$ cat src/design/mie_pkg.sv
// Shared types, constants and functions of the modular inverse core.
// Holds the microcode control word, the status word and the microprogram ROM.
// No dependencies.
package mie_pkg;

    localparam int WIDTH = 32;
    localparam int CNT_W = $clog2(WIDTH);
    localparam int PC_W  = 3;
    localparam int IN_DATA_W  = 2 * WIDTH;
    localparam int OUT_DATA_W = 2 * WIDTH;

    typedef logic [WIDTH-1:0] word_t;
    typedef logic [PC_W-1:0]  pc_t;

    typedef enum logic [2:0] {
        OP_LOAD   = 3'd0,
        OP_NOP    = 3'd1,
        OP_DSETUP = 3'd2,
        OP_DIV    = 3'd3,
        OP_ACC    = 3'd4,
        OP_UPD    = 3'd5,
        OP_FIN    = 3'd6
    } op_t;

    typedef enum logic [2:0] {
        COND_NEXT       = 3'd0,
        COND_ALWAYS     = 3'd1,
        COND_WAIT_START = 3'd2,
        COND_R1_ZERO    = 3'd3,
        COND_CNT_NZ     = 3'd4,
        COND_WAIT_OUT   = 3'd5
    } cond_t;

    typedef struct packed {
        op_t   op;
        cond_t cond;
        pc_t   target;
        logic  in_ready;
    } ctrl_t;

    typedef struct packed {
        logic start;
        logic r1_zero;
        logic cnt_nz;
        logic out_busy;
    } status_t;

    localparam pc_t STEP_IDLE   = 3'd0;
    localparam pc_t STEP_CHK    = 3'd1;
    localparam pc_t STEP_DSETUP = 3'd2;
    localparam pc_t STEP_DIV    = 3'd3;
    localparam pc_t STEP_ACC    = 3'd4;
    localparam pc_t STEP_UPD    = 3'd5;
    localparam pc_t STEP_FIN    = 3'd6;

    function automatic ctrl_t ctrl_rom(input pc_t pc);
        ctrl_t c;
        c = '{op: OP_NOP, cond: COND_ALWAYS, target: STEP_IDLE, in_ready: 1'b0};
        case (pc)
            STEP_IDLE:   c = '{op: OP_LOAD,   cond: COND_WAIT_START, target: STEP_CHK,
                               in_ready: 1'b1};
            STEP_CHK:    c = '{op: OP_NOP,    cond: COND_R1_ZERO,    target: STEP_FIN,
                               in_ready: 1'b0};
            STEP_DSETUP: c = '{op: OP_DSETUP, cond: COND_NEXT,       target: STEP_IDLE,
                               in_ready: 1'b0};
            STEP_DIV:    c = '{op: OP_DIV,    cond: COND_NEXT,       target: STEP_IDLE,
                               in_ready: 1'b0};
            STEP_ACC:    c = '{op: OP_ACC,    cond: COND_CNT_NZ,     target: STEP_DIV,
                               in_ready: 1'b0};
            STEP_UPD:    c = '{op: OP_UPD,    cond: COND_ALWAYS,     target: STEP_CHK,
                               in_ready: 1'b0};
            STEP_FIN:    c = '{op: OP_FIN,    cond: COND_WAIT_OUT,   target: STEP_IDLE,
                               in_ready: 1'b0};
            default:     c = '{op: OP_NOP,    cond: COND_ALWAYS,     target: STEP_IDLE,
                               in_ready: 1'b0};
        endcase
        return c;
    endfunction

    // Both operands are below m.
    function automatic word_t add_mod(input word_t x, input word_t y, input word_t m);
        logic [WIDTH:0] sum;
        sum = {1'b0, x} + {1'b0, y};
        if (sum >= {1'b0, m}) begin
            sum = sum - {1'b0, m};
        end
        return sum[WIDTH-1:0];
    endfunction

    function automatic word_t sub_mod(input word_t x, input word_t y, input word_t m);
        word_t res;
        if (x >= y) begin
            res = x - y;
        end else begin
            res = x + (m - y);
        end
        return res;
    endfunction

endpackage

$ cat src/design/mie_seq.sv
// Microcode sequencer: step counter, control word ROM and jump logic.
// Depends on mie_pkg.
module mie_seq (
    input  logic             clk,
    input  logic             rst_n,
    input  mie_pkg::status_t status,
    output mie_pkg::ctrl_t   ctrl
);
    import mie_pkg::*;

    pc_t pc_reg;
    pc_t pc_next;

    assign ctrl = ctrl_rom(pc_reg);

    always_comb
    begin
        pc_next = pc_reg + 1'b1;
        case (ctrl.cond)
            COND_NEXT:       pc_next = pc_reg + 1'b1;
            COND_ALWAYS:     pc_next = ctrl.target;
            COND_WAIT_START: pc_next = status.start ? ctrl.target : pc_reg;
            COND_R1_ZERO:    pc_next = status.r1_zero ? ctrl.target : pc_reg + 1'b1;
            COND_CNT_NZ:     pc_next = status.cnt_nz ? ctrl.target : pc_reg + 1'b1;
            COND_WAIT_OUT:   pc_next = status.out_busy ? pc_reg : ctrl.target;
            default:         pc_next = STEP_IDLE;
        endcase
    end

    always_ff @(posedge clk or negedge rst_n)
    begin
        if (!rst_n) begin
            pc_reg <= STEP_IDLE;
        end else begin
            pc_reg <= pc_next;
        end
    end

endmodule

$ cat src/design/mie_dp.sv
// Datapath: remainders, coefficients, restoring divider with modular quotient
// accumulation, and the output register. Depends on mie_pkg.
module mie_dp (
    input  logic                            clk,
    input  logic                            rst_n,
    input  mie_pkg::ctrl_t                  ctrl,
    output mie_pkg::status_t                status,
    input  logic                            in_valid,
    input  logic [mie_pkg::WIDTH-1:0]       value,
    input  logic [mie_pkg::WIDTH-1:0]       modulus,
    output logic                            out_valid,
    input  logic                            out_ready,
    output logic [mie_pkg::WIDTH-1:0]       inverse,
    output logic                            has_inverse,
    output logic [mie_pkg::WIDTH-1:0]       divisor
);
    import mie_pkg::*;

    word_t            r0_reg, r1_reg, s0_reg, s1_reg, m_reg;
    word_t            rem_reg, dvd_reg, acc_reg;
    logic             qbit_reg;
    logic [CNT_W-1:0] cnt_reg;
    logic             out_valid_reg;
    word_t            inv_reg, div_reg;
    logic             ok_reg;

    logic [WIDTH:0]   trial;
    logic [WIDTH:0]   trial_sub;
    logic             fits;
    logic             out_busy;
    logic             ok_now;

    assign trial     = {rem_reg, dvd_reg[WIDTH-1]};
    assign trial_sub = trial - {1'b0, r1_reg};
    assign fits      = trial >= {1'b0, r1_reg};
    assign out_busy  = out_valid_reg && !out_ready;
    assign ok_now    = (r0_reg == word_t'(1)) && (m_reg != '0);

    assign status.start    = in_valid;
    assign status.r1_zero  = (r1_reg == '0);
    assign status.cnt_nz   = (cnt_reg != '0);
    assign status.out_busy = out_busy;

    always_ff @(posedge clk)
    begin
        case (ctrl.op)
            OP_LOAD:
            begin
                if (in_valid) begin
                    r0_reg <= value;
                    r1_reg <= modulus;
                    m_reg  <= modulus;
                    s0_reg <= (modulus == word_t'(1)) ? '0 : word_t'(1);
                    s1_reg <= '0;
                end
            end
            OP_DSETUP:
            begin
                rem_reg <= '0;
                dvd_reg <= r0_reg;
                acc_reg <= '0;
                cnt_reg <= CNT_W'(WIDTH - 1);
            end
            OP_DIV:
            begin
                rem_reg  <= fits ? trial_sub[WIDTH-1:0] : trial[WIDTH-1:0];
                qbit_reg <= fits;
                dvd_reg  <= {dvd_reg[WIDTH-2:0], 1'b0};
                acc_reg  <= add_mod(acc_reg, acc_reg, m_reg);
            end
            OP_ACC:
            begin
                if (qbit_reg) begin
                    acc_reg <= add_mod(acc_reg, s1_reg, m_reg);
                end
                cnt_reg <= cnt_reg - 1'b1;
            end
            OP_UPD:
            begin
                r0_reg <= r1_reg;
                r1_reg <= rem_reg;
                s0_reg <= s1_reg;
                s1_reg <= sub_mod(s0_reg, acc_reg, m_reg);
            end
            OP_FIN:
            begin
                if (!out_busy) begin
                    div_reg <= r0_reg;
                    ok_reg  <= ok_now;
                    inv_reg <= ok_now ? s0_reg : '0;
                end
            end
            default:
            begin
            end
        endcase
    end

    always_ff @(posedge clk or negedge rst_n)
    begin
        if (!rst_n) begin
            out_valid_reg <= 1'b0;
        end else if (ctrl.op == OP_FIN && !out_busy) begin
            out_valid_reg <= 1'b1;
        end else if (out_valid_reg && out_ready) begin
            out_valid_reg <= 1'b0;
        end
    end

    assign out_valid   = out_valid_reg;
    assign inverse     = inv_reg;
    assign has_inverse = ok_reg;
    assign divisor     = div_reg;

endmodule

$ cat src/design/modular_inverse_ext_euclid_core.sv
// Modular inverse by the extended Euclidean algorithm, microcoded sequencer.
// Each quotient step is one restoring division, with a DIV and an ACC step per quotient bit,
// followed by the remainder and coefficient update.
// Throughput: one word at a time; the next word is taken once the result is registered.
// Reset (rst_n, asynchronous, active low) clears the step counter and output valid.
// Depends on mie_pkg, mie_seq and mie_dp.
module modular_inverse_ext_euclid_core (
    input  logic                               clk,
    input  logic                               rst_n,
    input  logic                               s_axis_tvalid,
    output logic                               s_axis_tready,
    // tdata: value [WIDTH-1:0], modulus [2*WIDTH-1:WIDTH]
    input  logic [mie_pkg::IN_DATA_W-1:0]      s_axis_tdata,
    output logic                               m_axis_tvalid,
    input  logic                               m_axis_tready,
    // tdata: inverse [WIDTH-1:0], divisor [2*WIDTH-1:WIDTH]
    output logic [mie_pkg::OUT_DATA_W-1:0]     m_axis_tdata,
    // tuser: has_inverse [0]
    output logic                               m_axis_tuser
);
    import mie_pkg::*;

    ctrl_t   ctrl;
    status_t status;
    word_t   inverse;
    word_t   divisor;

    assign s_axis_tready = ctrl.in_ready;

    mie_seq u_seq (
        .clk    (clk),
        .rst_n  (rst_n),
        .status (status),
        .ctrl   (ctrl)
    );

    mie_dp u_dp (
        .clk         (clk),
        .rst_n       (rst_n),
        .ctrl        (ctrl),
        .status      (status),
        .in_valid    (s_axis_tvalid),
        .value       (s_axis_tdata[WIDTH-1:0]),
        .modulus     (s_axis_tdata[2*WIDTH-1:WIDTH]),
        .out_valid   (m_axis_tvalid),
        .out_ready   (m_axis_tready),
        .inverse     (inverse),
        .has_inverse (m_axis_tuser),
        .divisor     (divisor)
    );

    assign m_axis_tdata = {divisor, inverse};

endmodule

$ cat config.mk
export PLATFORM = sky130hd
export DESIGN_NAME = modular_inverse_ext_euclid_core
export DESIGN_NICKNAME = d
export VERILOG_FILES = /design/src/design/mie_pkg.sv /design/src/design/mie_seq.sv /design/src/design/mie_dp.sv /design/src/design/modular_inverse_ext_euclid_core.sv
export SDC_FILE = /design/constraint.sdc
export NUM_CORES = 1
export LEC_CHECK = 0
export ABC_AREA = 0
export BUFFER_PORTS_ARGS = -buffer_cell sky130_fd_sc_hd__buf_2
export CORE_ASPECT_RATIO = 1.4
export CORE_UTILIZATION = 60
export CTS_BUF_LIST = sky130_fd_sc_hd__clkbuf_4
export CTS_CLUSTER_SIZE = 20
export DETAILED_ROUTE_END_ITERATION = 7
export GPL_TIMING_DRIVEN = 0
export PLACE_DENSITY = 0.74
export SLEW_MARGIN = 15
export SYNTH_ARGS = -nofsm -noshare
export SYNTH_HDL_FRONTEND = slang
export SYNTH_SLANG_ARGS = --single-unit
$ cat constraint.sdc
create_clock -name clk -period 12.75 [get_ports clk]
set_clock_uncertainty 0.05 [all_clocks]
set_input_delay 0.6375 -clock clk [delete_from_list [all_inputs] [get_ports clk]]
set_output_delay 0.6375 -clock clk [all_outputs]
set_load 0.05 [all_outputs]
==> metrics <==
layout cells sized above 1=0.122; vias=21800; first-pass GRT wire length=124000 um; Layout area overhead=11.5%; #FFs+latches synth=331; Synth Area in XOR/XNOR=0.0555; f_max=152 MHz; CTS tree=built; Hold Path Class=in2reg; routability congestion estimate=1.05; worst slew pin tran=1.15 ns; hold_sp=s_axis_tdata[55]; Tot GR Track Use=0.388; syn nets=2943; clk slew on worst S/H paths=0.07 ns; clk sinks=331; wire length per cell=23.3 um; initial antenna violation count=3; final count of pins violating max slew=0; latest clock arrival within the worst-skew pair=0.85 ns; grt total ovfl=0; pin count of the biggest net entering global routing=57; die width=174 um; Die Ht=243 um; Primary FF master, synth=edfxtp_1; io pins=135; RSZ-0062 raised after global routing=false; flop-to-flop setup slack=6.18 ns; nets=3190; synth unique cells=97; clock root cell=clkbuf_4; I/O Buffers=134; Synthesis Warnings=0; top cells by area, synth=edfxtp_1 (39%), ha_1 (9.8%), nand2_1 (4.8%); post-synthesis adder-cell area fraction=0.127; final instance area=27800 sq um; Rows=88; ANT nets after route=0; First DRT Iteration DRCs=1763; Critical R2R Capture=u_dp.acc_reg[20]; hold endpoint=u_dp.m_reg[23]; area fraction in compound gates after synthesis=0.182; Critical Path Source Type=flop; ys async rst share=0.0121; reg2reg start=u_dp.acc_reg[0]; Finished Core Util=0.677; Post-Synth Simple-Gate Area=0.159; Fin. Hold Viols=0; worst-path maximum fanout=10; dpl cells=3323; CTS Buf Count=85; die area=42400 sq um; H-tree depth=3; setup TNS=0 ns; sequential-to-total area share from yosys stat=0.398; status=finished, final reports clean; initial core utilization=0.607; max cap viols=0; TritonRoute pass-1 iters=6; CORE AREA=41100 sq um; relative slew slack=0.235; reg2reg path depth=21; area leader, netlist=edfxtp_1; Yosys top cell area share=0.394; Post-synth EDFFs=327; required time of the critical path=13.22 ns; CP Data Arrival Time=7.05 ns; Final Non-Filler Cells=3502; synthesized area per cell=9.43 sq um; vias in the first global route=22200; Mapped Area=24900 sq um; largest family of logic cells by synthesized area=compound AO/OA/AOI/OAI gates; Setup CP Type=reg2reg; Setup crit end kind=flop; Hold Crit Depth=1; Final Cycle Share=0.516; post-DP HPWL=64200 um; final wirelength=81600 um; Final setup viols=0; cell count after synthesis=2643; Tmin final=6.57 ns; placed cell area=26400 sq um; post-DR vias/cell=6.22; CTS Buffer Depth=3; mux contribution to synthesized area=0.0246; Residual DRC=0
## cells by family (layout without fill, tap and decap cells)
kind of cell	after synthesis	count (layout)
fa+ha+maj	232	232
other cells	0	4
mux	61	61
flops	331	331
simple gates	846	846
compound gates	679	679
xor+xnor	158	158
buf+inv	336	651
## worst max-delay path: stages (launching register included)
cell      delay [ns]
edfxtp_1        0.49
ha_1            0.28
inv_1           0.07
fa_1            0.20
nor2b_1         0.07
o31ai_1         0.62
a211o_1         0.28
nand4_1         0.25
a21o_1          0.29
a221oi_1        0.35
xnor2_1         0.32
ha_1            0.40
a21o_1          0.22
a21o_1          0.18
a21o_1          0.21
a221o_1         0.35
nor3_1          0.38
o21ai_1         0.18
a41oi_4         0.40
buf_6           0.25
mux2i_1         0.31
o22ai_1         0.13
## per-layer routing
| metal | part of all wire | GRT usage | wire, um | up-vias |
|---|---|---|---|---|
| li1 | - | - | - | 10100 |
| met1 | 0.36 | 0.422 | 29500 | 10400 |
| met2 | 0.50 | 0.682 | 41000 | 961 |
| met3 | 0.061 | 0.0581 | 4960 | 283 |
| met4 | 0.075 | 0.286 | 6130 | 0 |
| met5 | 0 | 0 | 0 | - |
## cell usage in the layout, fill, tap and decap left out, drive strengths merged, types with 6 or more instances in the layout
master,instances
o22ai,38
a211o,7
nor2b,33
a31oi,30
and4,6
a21o,93
o31ai,11
o21ai,128
xnor2,101
o2111ai,8
a211oi,24
a21oi,209
edfxtp,327
xor2,57
nor3,34
clkinv,21
o21a,21
or3,14
nand4,28
nor2,191
ha,196
nand3,50
nand2b,24
o21bai,28
mux2i,59
clkbuf,189
a21boi,6
fa,36
nand2,320
and2,42
buf,169
nor4,65
or2,15
and3,15
inv,249
o211ai,7
dlygate4sd3,20
## synthesized netlist by cell type, types with 5 or more instances
cell and n:
nand2b_1 24, nand2_1 318, ha_1 196, a211oi_1 24
mux2i_1 59, o21ai_0 115, a21oi_1 206, nand4_1 28
clkbuf_1 61, buf_6 6, and2_1 42, a31oi_1 29
nor2b_1 33, o21ai_1 12, o211ai_1 5, o31ai_1 10
a221o_1 5, o22ai_1 34, a21boi_0 6, a211o_1 7
buf_4 7, a21o_1 93, inv_1 246, o21bai_1 27
or3_1 14, xor2_1 57, nand3_1 50, o21a_1 21
and4_1 6, and3_1 14, fa_1 36, o2111ai_1 6
nor4_1 65, edfxtp_1 327, buf_1 9, nor2_1 190
xnor2_1 101, or2_2 13, buf_2 6, nor3_1 34
## layout make-up
type                            instances  area, sq um
Antenna cell                            4         10.0
Inverter                              246          923
Clock buffer                          128          961
Sequential cell                       331         9920
Buffer                                 90          428
Multi-Input combinational cell       1976        13700
Timing Repair Buffer                  160         1010
Clock inverter                         27          190
Tap cell                              540          676
Fill cell                            3353        13300
## worst max-delay path by stage
stage,cells past startpoint,slack (ns),end,startpoint
6_report,21,6.18,u_dp.acc_reg[20],u_dp.acc_reg[0]
5_1_grt,21,5.99,u_dp.acc_reg[17],u_dp.acc_reg[0]
4_1_cts,21,6.29,u_dp.acc_reg[23],u_dp.acc_reg[0]
3_5_place_dp,21,6.34,u_dp.acc_reg[22],u_dp.acc_reg[0]
3_3_place_gp,21,6.35,u_dp.acc_reg[22],u_dp.acc_reg[0]
2_1_floorplan,21,7.90,u_dp.acc_reg[19],u_dp.acc_reg[0]
## timing repair
action | in CTS | in global routing
hold buffers | 20 | 0
buffers inserted | 0 | 0
gates resized for setup | 0 | 0
hold endpoints to repair | 23 | 0
## stage by stage
stage                     setup WS, ns  hold slack [ns]
after global routing              5.99         -0.00708
after global placement            6.35            0.394
final                             6.18           0.0416
after detailed placement          6.34            0.396
after floorplan                   7.90            0.292
after CTS                         6.29         0.000539
Power is not shown: default switching activity piles up to over one toggle a cycle in this logic, so the estimate is an artifact.
